--- config.mk ---
export PLATFORM = sky130hd
export DESIGN_NAME = recency_weighted_status_vote_unit
export DESIGN_NICKNAME = d
export VERILOG_FILES = /design/src/sv/rwsv_pkg.sv /design/src/sv/recency_weighted_status_vote_unit.sv /design/src/sv/rwsv_ring.sv /design/src/sv/rwsv_tally.sv
export SDC_FILE = /design/constraint.sdc
export NUM_CORES = 1
export LEC_CHECK = 0
export ABC_AREA = 1
export BUFFER_PORTS_ARGS = -buffer_cell sky130_fd_sc_hd__buf_2
export CORE_AREA = 4 4 204 206
export DETAILED_ROUTE_END_ITERATION = 7
export DIE_AREA = 0 0 208 210
export SYNTH_ARGS = -nofsm -noshare
export SYNTH_HDL_FRONTEND = slang
export SYNTH_SLANG_ARGS = --single-unit
--- constraint.sdc ---
create_clock -name clock -period 2.5 [get_ports clock]
set_input_delay 0.5 -clock clock [delete_from_list [all_inputs] [get_ports clock]]
set_output_delay 0.5 -clock clock [all_outputs]
set_load 0.05 [all_outputs]
--- src/sv/rwsv_pkg.sv ---
package rwsv_pkg;

   // Fixed frame bytes
   localparam logic [7:0] FRAME_LEN_BYTE = 8'h05;
   localparam logic [7:0] CHAN_ID_FIRST  = 8'h01;
   localparam logic [7:0] CHAN_ID_SECOND = 8'h02;

   // Byte positions inside one frame
   localparam logic [2:0] BYTE_HEAD = 3'd0;
   localparam logic [2:0] BYTE_LEN  = 3'd1;
   localparam logic [2:0] BYTE_CHAN = 3'd2;
   localparam logic [2:0] BYTE_CODE = 3'd3;
   localparam logic [2:0] BYTE_SUM  = 3'd4;

   // Register map
   localparam int          CSR_IDX_W        = 4;
   localparam logic [3:0]  REG_FRAME_HEAD   = 4'd0;
   localparam logic [3:0]  REG_DEFAULT_CODE = 4'd1;

   // Request kinds
   localparam logic ACT_PUSH   = 1'b0;
   localparam logic ACT_REPORT = 1'b1;

   // Channel select
   localparam logic CH_FIRST  = 1'b0;
   localparam logic CH_SECOND = 1'b1;

   typedef enum logic [2:0] {
      ST_IDLE,
      ST_LOAD,
      ST_READ,
      ST_DRAIN,
      ST_PICK,
      ST_EMIT
   } state_type;

   // Control from the sequencer to the ring store
   typedef struct packed {
      logic       wr_en;
      logic       rd_en;
      logic       ch;
      logic [7:0] code;
   } ring_req_type;

   // Control from the sequencer to the tally unit
   typedef struct packed {
      logic clear;
      logic acc;
      logic pick;
   } tally_ctl_type;

endpackage

--- src/sv/recency_weighted_status_vote_unit.sv ---
// Keeps the last WINDOW_LEN status codes of two channels in one on-chip memory
// and, on a report request, sends two 5-byte frames (head, 0x05, channel id,
// winning code, byte-sum checksum), the tenth byte flagged by rsp_tlast. A push
// is written straight from idle. A report walks each channel in turn: a set-up
// step, one memory read per ring entry through the single read port, a drain
// step for the registered read, a winner scan over the codes, and five bytes
// that wait out any output stall. Ring contents read as zero until written; no
// clearing pass is needed after reset. Configuration writes are accepted every
// cycle.
module recency_weighted_status_vote_unit #(
   parameter int WINDOW_LEN = 10,
   parameter int NUM_CODES  = 5
) (
   input  logic                            clock,
   input  logic                            reset,
   // request channel
   input  logic                            req_tvalid,
   output logic                            req_tready,
   input  logic [7:0]                      req_tdata,   // [7:0] status_code
   input  logic [1:0]                      req_tuser,   // [0] action, [1] channel
   // result channel
   output logic                            rsp_tvalid,
   input  logic                            rsp_tready,
   output logic [7:0]                      rsp_tdata,   // [7:0] frame_byte
   output logic                            rsp_tlast,
   // register write channel
   input  logic                            csr_valid,
   output logic                            csr_ready,
   input  logic [rwsv_pkg::CSR_IDX_W-1:0]  csr_index,
   input  logic [7:0]                      csr_data
);
   import rwsv_pkg::*;

   localparam int SLOT_W = $clog2(WINDOW_LEN);
   localparam int WT_W   = $clog2(WINDOW_LEN + 1);

   state_type         state_ff, state_in;
   logic              ch_ff, ch_in;
   logic [SLOT_W-1:0] slot_ff, slot_in;
   logic [SLOT_W-1:0] k_ff, k_in;
   logic [WT_W-1:0]   wt_ff;
   logic              acc_pend_ff;
   logic [2:0]        byte_ff, byte_in;
   logic [7:0]        frame_head_ff, default_code_ff;
   logic              rsp_tvalid_ff, rsp_tvalid_in;
   logic [7:0]        rsp_tdata_ff;
   logic              rsp_tlast_ff;

   ring_req_type      ring_req;
   tally_ctl_type     tally_ctl;
   logic [SLOT_W-1:0] wr_pos;
   logic [7:0]        rd_code;
   logic [7:0]        winner;
   logic              pick_last;
   logic              req_fire;
   logic              out_free;
   logic              load_out;
   logic [7:0]        chan_id;
   logic [7:0]        checksum;
   logic [7:0]        frame_byte;

   // Configuration registers
   assign csr_ready = 1'b1;

   always_ff @(posedge clock) begin
      if (reset) begin
         frame_head_ff   <= '0;
         default_code_ff <= '0;
      end else if (csr_valid && csr_ready) begin
         case (csr_index)
            REG_FRAME_HEAD:   frame_head_ff   <= csr_data;
            REG_DEFAULT_CODE: default_code_ff <= csr_data;
            default: ;
         endcase
      end
   end

   // Ring store and tally unit
   rwsv_ring #(
      .WINDOW_LEN (WINDOW_LEN)
   ) u_ring (
      .clock   (clock),
      .reset   (reset),
      .req     (ring_req),
      .rd_slot (slot_ff),
      .wr_pos  (wr_pos),
      .rd_code (rd_code)
   );

   rwsv_tally #(
      .WINDOW_LEN (WINDOW_LEN),
      .NUM_CODES  (NUM_CODES)
   ) u_tally (
      .clock        (clock),
      .reset        (reset),
      .ctl          (tally_ctl),
      .code         (rd_code),
      .weight       (wt_ff),
      .default_code (default_code_ff),
      .pick_last    (pick_last),
      .winner       (winner)
   );

   // Frame byte selection
   assign chan_id  = (ch_ff == CH_SECOND) ? CHAN_ID_SECOND : CHAN_ID_FIRST;
   assign checksum = frame_head_ff + FRAME_LEN_BYTE + chan_id + winner;

   always_comb begin
      case (byte_ff)
         BYTE_HEAD: frame_byte = frame_head_ff;
         BYTE_LEN:  frame_byte = FRAME_LEN_BYTE;
         BYTE_CHAN: frame_byte = chan_id;
         BYTE_CODE: frame_byte = winner;
         default:   frame_byte = checksum;
      endcase
   end

   assign req_tready = (state_ff == ST_IDLE);
   assign req_fire   = req_tvalid && req_tready;
   assign out_free   = !rsp_tvalid_ff || rsp_tready;

   // Sequencer: next state and control
   always_comb begin
      state_in       = state_ff;
      ch_in          = ch_ff;
      slot_in        = slot_ff;
      k_in           = k_ff;
      byte_in        = byte_ff;
      load_out       = 1'b0;
      ring_req.wr_en = 1'b0;
      ring_req.rd_en = 1'b0;
      ring_req.ch    = ch_ff;
      ring_req.code  = req_tdata;
      tally_ctl.clear = 1'b0;
      tally_ctl.acc   = acc_pend_ff;
      tally_ctl.pick  = 1'b0;
      case (state_ff)
         ST_IDLE: begin
            ring_req.ch = req_tuser[1];
            if (req_fire) begin
               if (req_tuser[0] == ACT_PUSH) begin
                  ring_req.wr_en = 1'b1;
               end else begin
                  ch_in    = CH_FIRST;
                  state_in = ST_LOAD;
               end
            end
         end
         ST_LOAD: begin
            // newest entry sits just before the write slot
            slot_in = (wr_pos == '0) ? SLOT_W'(WINDOW_LEN - 1) : wr_pos - 1'b1;
            k_in    = '0;
            tally_ctl.clear = 1'b1;
            state_in = ST_READ;
         end
         ST_READ: begin
            ring_req.rd_en = 1'b1;
            slot_in = (slot_ff == '0) ? SLOT_W'(WINDOW_LEN - 1) : slot_ff - 1'b1;
            k_in    = k_ff + 1'b1;
            if (k_ff == SLOT_W'(WINDOW_LEN - 1)) begin
               state_in = ST_DRAIN;
            end
         end
         ST_DRAIN: begin
            state_in = ST_PICK;
         end
         ST_PICK: begin
            tally_ctl.pick = 1'b1;
            if (pick_last) begin
               byte_in  = BYTE_HEAD;
               state_in = ST_EMIT;
            end
         end
         ST_EMIT: begin
            if (out_free) begin
               load_out = 1'b1;
               byte_in  = byte_ff + 1'b1;
               if (byte_ff == BYTE_SUM) begin
                  if (ch_ff == CH_FIRST) begin
                     ch_in    = CH_SECOND;
                     state_in = ST_LOAD;
                  end else begin
                     state_in = ST_IDLE;
                  end
               end
            end
         end
         default: begin
            state_in = ST_IDLE;
         end
      endcase
   end

   always_ff @(posedge clock) begin
      if (reset) begin
         state_ff    <= ST_IDLE;
         acc_pend_ff <= 1'b0;
      end else begin
         state_ff    <= state_in;
         acc_pend_ff <= (state_ff == ST_READ);
      end
   end

   // Walk and frame counters
   always_ff @(posedge clock) begin
      ch_ff   <= ch_in;
      slot_ff <= slot_in;
      k_ff    <= k_in;
      byte_ff <= byte_in;
      wt_ff   <= WT_W'(WINDOW_LEN) - WT_W'(k_ff);
   end

   // Output register
   assign rsp_tvalid_in = load_out ? 1'b1 : (rsp_tvalid_ff && !rsp_tready);

   always_ff @(posedge clock) begin
      if (reset) begin
         rsp_tvalid_ff <= 1'b0;
      end else begin
         rsp_tvalid_ff <= rsp_tvalid_in;
      end
   end

   always_ff @(posedge clock) begin
      if (load_out) begin
         rsp_tdata_ff <= frame_byte;
         rsp_tlast_ff <= (ch_ff == CH_SECOND) && (byte_ff == BYTE_SUM);
      end
   end

   assign rsp_tvalid = rsp_tvalid_ff;
   assign rsp_tdata  = rsp_tdata_ff;
   assign rsp_tlast  = rsp_tlast_ff;

   // Ring walk stays inside the window
   a_walk_bounds: assert property (@(posedge clock) disable iff (reset)
      (state_ff == ST_READ) |-> (k_ff < SLOT_W'(WINDOW_LEN - 1)) ||
                                (k_ff == SLOT_W'(WINDOW_LEN - 1)))
      else $error("ring walk index out of range");

   // Winner scan only follows a completed walk
   a_pick_order: assert property (@(posedge clock) disable iff (reset)
      (state_ff == ST_PICK) |-> ($past(state_ff) == ST_DRAIN) ||
                                ($past(state_ff) == ST_PICK))
      else $error("winner scan started without a finished walk");

   // No accumulation while frames are being sent
   a_no_acc_emit: assert property (@(posedge clock) disable iff (reset)
      (state_ff == ST_EMIT) |-> !acc_pend_ff)
      else $error("tally changed during frame output");

   // Ring is never written during a report
   a_no_write_busy: assert property (@(posedge clock) disable iff (reset)
      ring_req.wr_en |-> (state_ff == ST_IDLE))
      else $error("ring written during a report");

endmodule

--- src/sv/rwsv_ring.sv ---
module rwsv_ring #(
   parameter int WINDOW_LEN = 10
) (
   input  logic                           clock,
   input  logic                           reset,
   input  rwsv_pkg::ring_req_type         req,
   input  logic [$clog2(WINDOW_LEN)-1:0]  rd_slot,
   output logic [$clog2(WINDOW_LEN)-1:0]  wr_pos,
   output logic [7:0]                     rd_code
);
   import rwsv_pkg::*;

   localparam int SLOT_W = $clog2(WINDOW_LEN);
   localparam int ADDR_W = SLOT_W + 1;
   localparam int DEPTH  = 1 << ADDR_W;

   // Both rings share one memory, addressed {channel, slot}
   logic [7:0]        mem [DEPTH];
   logic [DEPTH-1:0]  valid_ff, valid_in;
   logic [SLOT_W-1:0] pos_ff [2];
   logic [SLOT_W-1:0] pos_in [2];
   logic [7:0]        rd_data_ff;
   logic              rd_valid_ff;
   logic [ADDR_W-1:0] wr_addr, rd_addr;
   logic [SLOT_W-1:0] pos_next;

   assign wr_pos  = pos_ff[req.ch];
   assign wr_addr = {req.ch, wr_pos};
   assign rd_addr = {req.ch, rd_slot};

   // Next write slot with wrap
   assign pos_next = (wr_pos == SLOT_W'(WINDOW_LEN - 1)) ? '0 : wr_pos + 1'b1;

   always_comb begin
      valid_in  = valid_ff;
      pos_in[0] = pos_ff[0];
      pos_in[1] = pos_ff[1];
      if (req.wr_en) begin
         valid_in[wr_addr] = 1'b1;
         pos_in[req.ch]    = pos_next;
      end
   end

   always_ff @(posedge clock) begin
      if (reset) begin
         valid_ff  <= '0;
         pos_ff[0] <= '0;
         pos_ff[1] <= '0;
      end else begin
         valid_ff  <= valid_in;
         pos_ff[0] <= pos_in[0];
         pos_ff[1] <= pos_in[1];
      end
   end

   // Memory write and registered read
   always_ff @(posedge clock) begin
      if (req.wr_en) begin
         mem[wr_addr] <= req.code;
      end
      if (req.rd_en) begin
         rd_data_ff  <= mem[rd_addr];
         rd_valid_ff <= valid_ff[rd_addr];
      end
   end

   // Never-written entries read as zero
   assign rd_code = rd_valid_ff ? rd_data_ff : 8'h00;

endmodule

--- src/sv/rwsv_tally.sv ---
module rwsv_tally #(
   parameter int WINDOW_LEN = 10,
   parameter int NUM_CODES  = 5
) (
   input  logic                             clock,
   input  logic                             reset,
   input  rwsv_pkg::tally_ctl_type          ctl,
   input  logic [7:0]                       code,
   input  logic [$clog2(WINDOW_LEN+1)-1:0]  weight,
   input  logic [7:0]                       default_code,
   output logic                             pick_last,
   output logic [7:0]                       winner
);
   import rwsv_pkg::*;

   localparam int MAX_SUM = WINDOW_LEN * (WINDOW_LEN + 1) / 2;
   localparam int SUM_W   = $clog2(MAX_SUM + 1);
   localparam int CODE_W  = $clog2(NUM_CODES);

   logic [SUM_W-1:0]  sums_ff [NUM_CODES];
   logic [SUM_W-1:0]  best_ff;
   logic [7:0]        win_ff;
   logic [CODE_W-1:0] pick_cnt_ff;
   logic [SUM_W-1:0]  cand;

   // One accumulator per code, each adds only on its own code
   always_ff @(posedge clock) begin
      for (int i = 0; i < NUM_CODES; i++) begin
         if (ctl.clear) begin
            sums_ff[i] <= '0;
         end else if (ctl.acc && (code == 8'(i))) begin
            sums_ff[i] <= sums_ff[i] + SUM_W'(weight);
         end
      end
   end

   // Scan codes one per cycle, strict compare keeps the lowest on a tie
   assign cand      = sums_ff[pick_cnt_ff];
   assign pick_last = (pick_cnt_ff == CODE_W'(NUM_CODES - 1));

   always_ff @(posedge clock) begin
      if (ctl.clear) begin
         best_ff <= '0;
         win_ff  <= default_code;
      end else if (ctl.pick && (cand > best_ff)) begin
         best_ff <= cand;
         win_ff  <= 8'(pick_cnt_ff);
      end
   end

   always_ff @(posedge clock) begin
      if (reset) begin
         pick_cnt_ff <= '0;
      end else if (ctl.clear) begin
         pick_cnt_ff <= '0;
      end else if (ctl.pick && !pick_last) begin
         pick_cnt_ff <= pick_cnt_ff + 1'b1;
      end
   end

   assign winner = win_ff;

endmodule

==> qor.log, run 1 <==
qor: min_path.worst_min_delay_path_startpoint csr_data[5]
qor: synth.synthCells 1720
qor: place.placement.io_buffers 37
qor: timing.timing.fmax 423 MHz
qor: worst_setup_path.critical_path.n_buffers_inverters 0
qor: timing.hold_viol_final 0
qor: synth.synth.yosys.seq_area_share 63.5%
qor: cts.cts_num_sinks 401
qor: timing.slew-limit-headroom 19.4%
qor: die.die_h 210 µm
qor: outcome.outcome completed
qor: worst_setup_path.critical-path-top-cell-by-count nand2_1
qor: timing.finalCriticalPeriod 2.37 ns
qor: synth.synth.distinct_cells 41
qor: timing.fin_setup_tns 0 ns
qor: worst_setup_path.worstRegToRegCells 10
qor: detailed_routing.firstDrtPassIters 7
qor: worst_setup_path.worstPathArrival 2.69 ns
qor: cells_and_area.layout.cells.most_common edfxtp_1
qor: die.rows 73
qor: global_routing.grt_overflow 0
qor: power_and_ir_drop.power.leakage 7.50 nW
qor: min_path.min_delay_path_depth 3
qor: synth.yosys_warnings 0
qor: power_and_ir_drop.ir_drop 0.533 mV
qor: worst_setup_path.cp_max_fo 2
qor: cts.clock_pin_slew_on_the_worst_setup_and_hold_paths 0.06 ns
qor: worst_setup_path.critical_path.startpoint_type flip-flop
qor: timing.final-max-slew-violation-count 0
qor: detailed_routing.final_antenna_net_count 0
qor: worst_setup_path.reg2reg_from ch_ff$_DFFE_PP_
qor: min_path.hold_path_end default_code_ff[5]$_SDFFE_PP0P_
qor: worst_setup_path.critical_path.cell_chain fa_1 -> fa_1 -> nand3_1 -> nand3_1 -> nand2_1 -> nand2_1 -> nand2_1 -> nand2_1 -> o21ai_0 -> nand3_1
qor: cts.clockBufferDepth 3
qor: synth.synth_edf_count 324
qor: worst_setup_path.critPathCaptureType flip-flop
qor: die.ioPinCount 39
qor: min_path.type_of_the_worst_min_delay_path in2reg
qor: synth.synthDominantCellAreaShare 54.8%
qor: cts.root_buffer clkbuf_16
qor: synth.top_cells_by_area_synth edfxtp_1 (55%), dfxtp_1 (8.7%), nor2_1 (6.5%)
qor: worst_setup_path.critPathRequiredTime 2.82 ns
qor: synth.synth.ff_latch_count 401
qor: die.fp.dieW 208 µm
qor: synth.syn_area 0.0178 mm²
qor: worst_setup_path.critical-path-top-delay-family adder cells
qor: cts.h-tree-depth 2
qor: global_routing.first_pass_grt_wire_length 67100 µm
qor: synth.synthesis.nets 1802
qor: synth.synth_ff_type edfxtp_1
qor: worst_setup_path.slowest_delay 0.55 ns
qor: worst_setup_path.worstReg2RegEnd rsp_tdata[6]$_DFFE_PP_
qor: global_routing.first_global_vias 12000
qor: power_and_ir_drop.p_total 22.8 mW
qor: cts.clock_insertion_delay_worst_skew 0.60 ns
qor: die.fp.dieArea 0.0437 mm²
qor: detailed_routing.dr.first_iter.drc_count 1176
qor: cts.cts_tree built
qor: cells_and_area.mostFrequentLayoutCells edfxtp_1 (324), nor2_1 (308), o21ai_0 (212), nand2_1 (184), inv_1 (158)
qor: place.gp_congestion 0.914
qor: place.dp.final_hpwl 27500 µm
qor: cts.post_cts_buffers 0
qor: worst_setup_path.worst_path_max_delay_cell fa_1
qor: synth.synth-async-reset-ratio 0%
qor: synth.synth_area_leader_cell edfxtp_1
qor: power_and_ir_drop.power_density 1130 mW/mm²
qor: die.core_region_area 0.0396 mm²
qor: detailed_routing.wl_per_cell 18.5 µm
qor: worst_setup_path.reg2reg_slack 0.13 ns
qor: job.max_cap_violations 0
qor: detailed_routing.vias_per_cell 5.33
qor: timing.setup_violations 0
qor: timing.clock_skew 0.0292 ns
qor: cells_and_area.drive_gt1_share 9.74%
qor: die.effective_utilization_at_floorplan 44.8%
qor: timing.unrepaired_setup_endpoints_after_global_routing no
qor: cts.numCtsBuffers 44
qor: cells_and_area.fin_nets 1846
qor: timing.tightestPinTransition 1.20 ns
qor: global_routing.grt_max_degree 55
qor: cells_and_area.layout_area_growth_over_synthesis 13.1%
qor: detailed_routing.route.final.wire_length 42900 µm
qor: worst_setup_path.critical_path_class reg2reg
qor: timing.timing.final.crit_share 94.6%
qor: global_routing.initial_antenna_violation_count 0
qor: detailed_routing.overall_via_count_from_detail_route 12400
qor: detailed_routing.remaining_drc_errors 0
qor: global_routing.grt_use_total 19.3%
qor: synth.postSynthAreaPerCell 10.3 µm²
==> per-stage QoR <==
stage                     worst slack (ns)  util, %  hold slack [ns]  cells  instance area, µm²
after floorplan                     0.0997        -            0.424   1720               17800
after global placement               0.127     47.0            0.436   2243               18600
after detailed placement             0.111     47.0            0.436   2243               18600
after CTS                           0.0802     50.6            0.201   2321               20100
after global routing               0.00525     50.7            0.240   2321               20100
final                                0.135     50.7            0.240   2322               20100
==> report_power, final <==
part           internal (mW)  leakage [nW]  total [mW]  switching, mW
logic                   2.54          3.24        7.92           5.38
registers               8.06          3.57        8.51          0.450
clock network           3.68         0.694        6.36           2.68
==> routing by layer <==
layer  vias to the layer above  GRT usage, %  wire length [µm]
li1                       6039             -                 -
met1                      5921          26.7             19100
met2                       328          31.0             19800
met3                        77          3.53              2670
met4                         0          6.46              1320
met5                         -             0                 0
==> what timing repair did <==
item,4_1_cts,5_1_grt
setup endpoints to repair,0,49
hold buffers,0,0
gates resized for setup,0,8
==> synth_stat cells (3+ instances only) <==
cell type	n
o21bai_1	7
fa_1	7
nor2_4	3
buf_2	11
clkbuf_1	60
nor3_1	6
buf_1	4
nor3b_1	7
ha_1	48
o211ai_1	25
xnor2_1	3
nand4_1	8
nand2_1	185
inv_1	161
xor2_1	5
edfxtp_1	324
nor2_1	309
o21ai_0	212
a21oi_1	93
inv_2	9
o21a_1	4
o22ai_1	45
a31oi_1	10
dfxtp_1	77
nand2_2	9
nand3_1	66
==> worst min-delay path, cell delays in order <==
cell     delay, ns
buf_2         0.09
o21ai_0       0.08
a21oi_1       0.11
==> cell type report <==
type                       instances  area (µm²)
inverter                         170         648
tap                              525         657
antenna                            1        2.50
sequential                       401       11300
timing repair buffer              75         533
fill                            3572       19600
clock inverter                    24         279
clock buffer                      54        1140
multi-input combinational       1072        5550
==> registers in the layout, summed over array words and instances, names as in the netlist, 3 cells and up, named ones only <==
name / cells
rsp_tdata: 8
u_ring.rd_data_ff: 8
u_ring.pos_ff: 8
u_ring.mem: 256
u_tally.winner: 8
wt_ff: 4
state_ff: 3
frame_head_ff: 8
k_ff: 4
byte_ff: 3
u_tally.pick_cnt_ff: 3
default_code_ff: 8
u_tally.best_ff: 6
u_tally.sums_ff: 30
slot_ff: 4
u_ring.valid_ff: 32
==> cells by family after synthesis <==
kind of cell,Yosys count,synth area share (%)
AND/OR/NAND/NOR,603,14.1
AO/OA/AOI/OAI,405,12.5
flip-flops,401,63.5
buffers and inverters,247,5.36
adder cells (fa/ha/maj),55,4.17
XOR/XNOR,8,0.395
other,1,0.0211
==> how the worst max path moves through the flow <==
stage	start	end	slack (ns)	cells past startpoint
2_1_floorplan	flip-flop	u_tally.winner[0]$_DFFE_PP_	0.1	13
3_3_place_gp	ch_ff$_DFFE_PP_	rsp_tdata[6]$_DFFE_PP_	0.13	10
3_5_place_dp	flip-flop	u_tally.winner[5]$_SDFFCE_PN0P_	0.11	11
4_1_cts	flip-flop	u_tally.winner[3]$_SDFFCE_PN0P_	0.08	11
5_1_grt	state_ff[0]$_SDFFE_PP0P_	u_ring.mem[3][4]$_DFFE_PP_	0.005	10
6_report	ch_ff$_DFFE_PP_	rsp_tdata[6]$_DFFE_PP_	0.13	10
Note: power is estimated with default switching activity, not from simulation.
==> run 2, diff against run 1 <==
- ABC_AREA: 1 -> default
- CORE_AREA: 4 4 204 206 -> 4 4 203 205
- DIE_AREA: 0 0 208 210 -> 0 0 207 209
==> qor.log, run 2 <==
qor: outcome.outcome finished, violations left
qor: outcome.violated_checks negative setup slack
qor: place.placement.io_buffers 37 [unchanged]
qor: synth.postSynthAreaPerCell 14.5 µm² [+40%]
qor: timing.unrepaired_setup_endpoints_after_global_routing yes
qor: cts.root_buffer clkbuf_16
qor: synth.yosys_warnings 0 [unchanged]
qor: min_path.min_delay_path_depth 3 [unchanged]
qor: worst_setup_path.critical_path_class reg2reg
qor: global_routing.first_global_vias 10400 [-13%]
qor: timing.finalHoldWorstSlack 0.210 ns [-0.0297 ns]
qor: synth.synth_edf_count 324 [unchanged]
qor: detailed_routing.met3RoutedLength 1560 µm [-42%]
qor: detailed_routing.vias_per_cell 5.40 [+1.4%]
qor: synth.post_synthesis_adder_cell_area_fraction 4.21% [+0.042 points]
qor: cells_and_area.registers.top_by_ff_count u_ring.mem
qor: cts.cts_tree built
qor: job.max_cap_violations 0 [unchanged]
qor: global_routing.grt_use_total 17.6% [-1.7 points]
qor: die.rows 73 [unchanged]
qor: die.fp.dieArea 0.0433 mm² [-0.95%]
qor: timing.post-route-worst-setup-slack -0.0184 ns [-0.153 ns]
qor: synth.synthDominantCellAreaShare 55.3% [+0.55 points]
qor: synth.synth.yosys.seq_area_share 64.1% [+0.63 points]
qor: die.die_h 209 µm [-0.48%]
qor: timing.timing.final.crit_share 101% [+6.1 points]
qor: worst_setup_path.critPathCaptureType flip-flop
qor: detailed_routing.routedLengthMet1 17600 µm [-8.0%]
qor: power_and_ir_drop.power_density 1010 mW/mm² [-11%]
qor: synth.synth_area_leader_cell edfxtp_1
qor: synth.syn_area 0.0176 mm² [-0.99%]
qor: synth.largest_family_of_logic_cells_by_synthesized_area multiplexers
qor: detailed_routing.dr.first_iter.drc_count 733 [-38%]
qor: cts.clock_pin_slew_on_the_worst_setup_and_hold_paths 0.06 ns [about the same]
qor: die.effective_utilization_at_floorplan 44.6% [-0.24 points]
qor: timing.slew-limit-headroom 54.7% [+35 points]
qor: synth.synth-async-reset-ratio 0% [unchanged]
qor: detailed_routing.top_signal_layer_used met4
qor: cells_and_area.fin_nets 1425 [-23%]
qor: detailed_routing.route.final.wire_length 38300 µm [-11%]
qor: worst_setup_path.worstPathArrival 2.96 ns [+0.27 ns]
qor: global_routing.grt_max_degree 71 [+29%]
qor: synth.muxShareOfSynthArea 12.9% [+13 points]
qor: timing.setup_violations 5 [+5]
qor: detailed_routing.firstDrtPassIters 5 [-2]
qor: cells_and_area.largest_register_ffs 256 [unchanged]
qor: cells_and_area.layout.cells.most_common edfxtp_1
qor: die.ioPinCount 39 [unchanged]
qor: worst_setup_path.worstRegToRegCells 9 [-1]
qor: detailed_routing.final_antenna_net_count 0 [unchanged]
qor: cts.numCtsBuffers 43 [-2.3%]
qor: synth.synth_top_cells_by_count edfxtp_1 (324), nor2_1 (134), nand2_1 (79), mux4_2 (78), dfxtp_1 (77)
qor: synth.synth_compound_gate_area_share 6.07% [-6.4 points]
qor: global_routing.first_pass_grt_wire_length 60100 µm [-10%]
qor: die.fp.dieW 207 µm [-0.48%]
qor: timing.clock_skew 0.0178 ns [-0.0114 ns]
qor: cts.clockBufferDepth 3 [unchanged]
qor: cts.h-tree-depth 2 [unchanged]
qor: synth.top_cells_by_area_synth edfxtp_1 (55%), mux4_2 (10%), dfxtp_1 (8.8%)
qor: worst_setup_path.critical_path.startpoint_type flip-flop
qor: power_and_ir_drop.ir_drop 0.707 mV [+33%]
qor: cells_and_area.multiInputGateArea 0.00609 mm² [+9.7%]
qor: place.gp_congestion 0.866 [-5.2%]
qor: place.dp.final_hpwl 25600 µm [-7.0%]
qor: cells_and_area.drive_gt1_share 25.5% [+16 points]
qor: synth.synth-simple-area-share 8.44% [-5.7 points]
qor: min_path.type_of_the_worst_min_delay_path in2reg
qor: cts.clock_insertion_delay_worst_skew 0.57 ns [-0.03 ns]
qor: timing.hold_viol_final 0 [unchanged]
qor: cells_and_area.layout_area_growth_over_synthesis 18.0%
qor: timing.timing.fmax 397 MHz [-6.1%]
qor: cells_and_area.final.fill_count 3330 [-6.8%]
qor: timing.final-max-slew-violation-count 0 [unchanged]
qor: detailed_routing.overall_via_count_from_detail_route 10300 [-17%]
qor: timing.finalCriticalPeriod 2.52 ns [+0.153 ns]
qor: timing.tightestPinTransition 0.677 ns [-0.527 ns]
qor: cells_and_area.utilization 52.6% [+1.9 points]
qor: synth.synth.distinct_cells 62 [+51%]
qor: worst_setup_path.critPathRequiredTime 2.94 ns [+0.12 ns]
qor: synth.yosys.area_share.xor_xnor 1.74% [+1.3 points]
qor: detailed_routing.remaining_drc_errors 0 [unchanged]
qor: die.core_region_area 0.0395 mm² [-0.46%]
qor: global_routing.initial_antenna_violation_count 0 [unchanged]
qor: synth.synthesis.nets 1295 [-28%]
qor: cells_and_area.mostFrequentLayoutCells edfxtp_1 (324), nor2_1 (124), buf_4 (100), nand2_1 (79), mux4_2 (78)
qor: global_routing.grt_overflow 0 [unchanged]
qor: detailed_routing.wl_per_cell 20.1 µm [+9.0%]
qor: detailed_routing.wl_met2 18200 µm [-8.2%]
qor: power_and_ir_drop.power.leakage 7.45 nW [-0.71%]
qor: synth.synth.ff_latch_count 401 [unchanged]
qor: cts.cts_num_sinks 401 [unchanged]
qor: synth.synth_ff_type edfxtp_1
qor: worst_setup_path.cp_max_fo 6 [+4]
qor: synth.post-synth-top-count-cell edfxtp_1
qor: synth.synthCells 1213 [-29%]
qor: cells_and_area.layout_top_registers u_ring.mem x256, u_ring.valid_ff x32, u_tally.sums_ff x30
qor: cells_and_area.seqCellArea 0.0113 mm² [about the same]
==> run 2: layer usage <==
layer  vias up  GRT usage [%]
met5         -              0
met4         0           5.54
met3        62           2.55
met2       223           28.5
met1      5172           24.9
li1       4822              -
==> run 2: logic make-up (layout without fill, tap and decap cells) <==
family	count (synthesis)	in the layout
mux	127	127
other cells	1	2
xor+xnor	35	35
compound gates	166	166
simple gates	318	318
buf+inv	110	274
fa+ha+maj	55	55
flops	401	401
==> run 2: stage by stage <==
stage	area [µm²]	instances	power, mW	setup TNS (ns)	worst slack (ns)
after detailed placement	19100	1817	14.7	-9.51	-0.162
after global placement	19100	1817	14.6	-5.18	-0.0969
final	20700	1903	21.0	-0.0564	-0.0184
after CTS	20600	1898	21.1	-0.109	-0.0277
after global routing	20700	1902	22.1	-0.697	-0.0856
after floorplan	17700	1213	12.6	-5.80	-0.244
==> run 2: where the power goes <==
part	switching (mW)	internal [mW]	total, mW
Combinational	3.53	2.96	6.48
Sequential	0.380	7.83	8.21
Clock	2.57	3.73	6.30
Total	6.48	14.5	21.0
==> run 2: timing repair <==
action                                  CTS  global route
endpoints found under the setup margin   23            81
resized for setup                        16            20
pin swaps                                 4            10
hold buffers                              0             0
buffers inserted                          2             4
==> run 2: final timing paths <==
path	start	end	slack, ns
worst min-delay path	csr_data[7]	frame_head_ff[7]$_SDFFE_PP0P_	0.21
worst min register to register	u_ring.valid_ff[19]$_SDFFE_PP0P_	u_ring.valid_ff[19]$_SDFFE_PP0P_	0.47
worst max register to register	flip-flop	u_tally.best_ff[1]$_SDFFE_PP0P_	-0.02
worst max-delay path	flip-flop	u_tally.best_ff[1]$_SDFFE_PP0P_	-0.02
==> run 2: layout make-up <==
| cell class | instances | share of cell area [%] |
|---|---|---|
| well taps | 525 | 3.17 |
| repair buffers | 149 | 5.54 |
| flip-flops and latches | 401 | 54.4 |
| clock buffers | 60 | 5.69 |
| multi-input cells | 702 | 29.4 |
| inverters | 46 | 0.832 |
| clock inverters | 19 | 1.02 |
| diodes | 1 | 0.0121 |
==> run 2: worst max-delay path, stage by stage (launching register included) <==
cell	delay, ns
dfxtp_4	0.35
buf_6	0.10
mux4_2	0.50
mux2_4	0.31
ha_4	0.27
nand3_2	0.07
o21bai_4	0.17
a21oi_2	0.17
buf_6	0.16
mux2_4	0.30
==> run 3, diff against run 2 <==
- CTS_BUF_LIST: default -> sky130_fd_sc_hd__clkbuf_8
==> qor.log, run 3 (synthesis gave the netlist of run 2 again) <==
qor: min_path.type_of_the_worst_min_delay_path in2reg
qor: timing.final-max-slew-violation-count 0 [unchanged]
qor: cells_and_area.final.fill_count 3367 [+1.1%]
qor: cells_and_area.layout.cells.most_common edfxtp_1
qor: die.core_region_area 0.0395 mm² [unchanged]
qor: outcome.violated_checks negative setup slack
qor: worst_setup_path.critical_path.cell_chain buf_6 -> mux4_2 -> mux2_4 -> ha_4 -> nand3_2 -> o21bai_4 -> a21oi_2 -> buf_6 -> mux2_4
qor: power_and_ir_drop.power_density 987 mW/mm² [-2.5%]
qor: power_and_ir_drop.ir_drop 0.626 mV [-12%]
qor: cells_and_area.fin_nets 1450 [+1.8%]
qor: timing.setup_violations 4 [-1]
qor: timing.finalCriticalPeriod 2.52 ns [-0.00140 ns]
qor: die.effective_utilization_at_floorplan 44.6% [unchanged]
qor: place.dp.final_hpwl 25600 µm [unchanged]
qor: place.placement.io_buffers 37 [unchanged]
qor: global_routing.grt_use_total 17.9% [+0.32 points]
qor: place.dp.cells 1817 [unchanged]
qor: timing.unrepaired_setup_endpoints_after_global_routing yes
qor: detailed_routing.firstDrtPassIters 5 [unchanged]
qor: worst_setup_path.critPathCaptureType flip-flop
qor: die.fp.dieW 207 µm [unchanged]
qor: place.gp_congestion 0.866 [unchanged]
qor: cells_and_area.antennaDiodeCount 0 [-1]
qor: cells_and_area.mostFrequentLayoutCells edfxtp_1 (324), nor2_1 (125), buf_4 (99), nand2_1 (79), mux4_2 (78)
qor: cts.root_buffer clkbuf_8
qor: detailed_routing.dr.first_iter.drc_count 645 [-12%]
qor: cts.clock_pin_slew_on_the_worst_setup_and_hold_paths 0.06 ns [about the same]
qor: global_routing.first_global_vias 10700 [+3.1%]
qor: outcome.outcome finished, violations left
qor: global_routing.initial_antenna_violation_count 0 [unchanged]
qor: cells_and_area.multiInputGateArea 0.00607 mm² [-0.29%]
qor: cells_and_area.drive_gt1_share 26.9% [+1.4 points]
qor: cts.cts_hold_buffers 0 [unchanged]
qor: worst_setup_path.cp_max_fo 6 [unchanged]
qor: worst_setup_path.critical_path.startpoint_type flip-flop
qor: cts.numCtsBuffers 69 [+60%]
qor: cts.clock_insertion_delay_worst_skew 0.61 ns [+0.04 ns]
qor: cells_and_area.largest_register_ffs 256 [unchanged]
qor: worst_setup_path.critPathRequiredTime 2.98 ns [+0.04 ns]
qor: cts.cts_tree built
qor: die.rows 73 [unchanged]
qor: job.max_cap_violations 0 [unchanged]
qor: global_routing.grt_overflow 0 [unchanged]
qor: global_routing.first_pass_grt_wire_length 61100 µm [+1.7%]
qor: die.ioPinCount 39 [unchanged]
qor: worst_setup_path.slowest_delay 0.50 ns [about the same]
qor: detailed_routing.vias_per_cell 5.33 [-1.3%]
qor: timing.clock_skew 0.0239 ns [+0.00612 ns]
qor: detailed_routing.wl_per_cell 19.9 µm [-1.2%]
qor: cells_and_area.seqCellArea 0.0113 mm² [unchanged]
qor: cells_and_area.finish.cell_count_without_fillers 1947 [+2.3%]
qor: detailed_routing.overall_via_count_from_detail_route 10400 [+1.0%]
qor: cells_and_area.registers.top_by_ff_count u_ring.mem
qor: cells_and_area.utilization 52.3% [-0.23 points]
qor: timing.hold_viol_final 0 [unchanged]
qor: timing.tightestPinTransition 0.699 ns [+0.0220 ns]
qor: cells_and_area.layout_top_registers u_ring.mem x256, u_ring.valid_ff x32, u_tally.sums_ff x30
qor: detailed_routing.final_antenna_net_count 0 [unchanged]
qor: die.fp.dieArea 0.0433 mm² [unchanged]
qor: place.dp_worst_setup_slack -0.162 ns [unchanged]
qor: timing.post-route-worst-setup-slack -0.0170 ns [+0.00140 ns]
qor: timing.slew-limit-headroom 53.2% [-1.5 points]
qor: timing.timing.fmax 397 MHz [about the same]
qor: worst_setup_path.worstPathArrival 3.00 ns [+0.04 ns]
qor: worst_setup_path.critical_path_class reg2reg
qor: global_routing.grt_max_degree 71 [unchanged]
qor: cts.clockBufferDepth 3 [unchanged]
qor: detailed_routing.remaining_drc_errors 0 [unchanged]
qor: power_and_ir_drop.power.leakage 7.52 nW [+0.89%]
qor: cts.h-tree-depth 3 [+1]
qor: cells_and_area.layout_area_growth_over_synthesis 17.4%
qor: timing.fin_setup_tns -0.0279 ns [+0.0285 ns]
qor: timing.timing.final.crit_share 101% [about the same]
qor: detailed_routing.route.final.wire_length 38700 µm [+1.1%]
qor: die.die_h 209 µm [unchanged]
qor: cts.cts_num_sinks 401 [unchanged]
qor: worst_setup_path.worst_path_max_delay_cell mux4_2
==> run 3: layer usage <==
layer	vias up	global-route usage, %	share of wire [%]
met4	0	5.49	2.3
met3	56	3.44	4.4
li1	4892	-	-
met5	-	0	0
met1	5212	25.2	45
met2	224	28.7	48
==> run 3: worst paths after layout <==
path	startpoint	endpoint	slack (ns)	cells past startpoint
worst max-delay path	flip-flop	u_tally.best_ff[1]$_SDFFE_PP0P_	-0.02	9
worst max register to register	flip-flop	u_tally.best_ff[1]$_SDFFE_PP0P_	-0.02	9
worst min register to register	u_ring.valid_ff[19]$_SDFFE_PP0P_	u_ring.valid_ff[19]$_SDFFE_PP0P_	0.47	2
worst min-delay path	csr_data[7]	default_code_ff[7]$_SDFFE_PP0P_	0.16	3
==> run 3: cell type report <==
class                           count  area share [%]
Tap cell                          525            3.18
Multi-Input combinational cell    702            29.4
Clock buffer                       72            4.80
Timing Repair Buffer              148            5.53
Clock inverter                     53            1.63
Inverter                           46           0.836
Sequential cell                   401            54.6
==> run 3: power by group <==
part           internal [mW]  switching (mW)  total [mW]
Clock                   3.02            2.69        5.72
Sequential              7.83           0.380        8.21
Combinational           2.94            3.52        6.46
Total                   13.8            6.59        20.4
==> run 3: repair_timing <==
action | in CTS | in global routing
cloned | 0 | 0
pin swaps | 3 | 10
buffers inserted | 2 | 3
setup endpoints to repair | 28 | 73
gates resized for setup | 16 | 15
endpoints found under the hold margin | 0 | 0
==> run 3: worst max-delay path: cells and delay by family (launching register included) <==
family / cells / cell delay, ns
fa+ha+maj: 1 / 0.27
flops: 1 / 0.35
mux: 3 / 1.12
buf+inv: 2 / 0.26
compound gates: 2 / 0.33
simple gates: 1 / 0.07
==> run 3: stage by stage <==
step	hold WS, ns	cell area (µm²)	power [mW]
floorplan	0.427	17700	12.6
global route	0.141	20600	21.6
finish	0.165	20600	20.4
detailed placement	0.453	19100	14.7
global placement	0.444	19100	14.6
CTS	0.119	20600	20.5
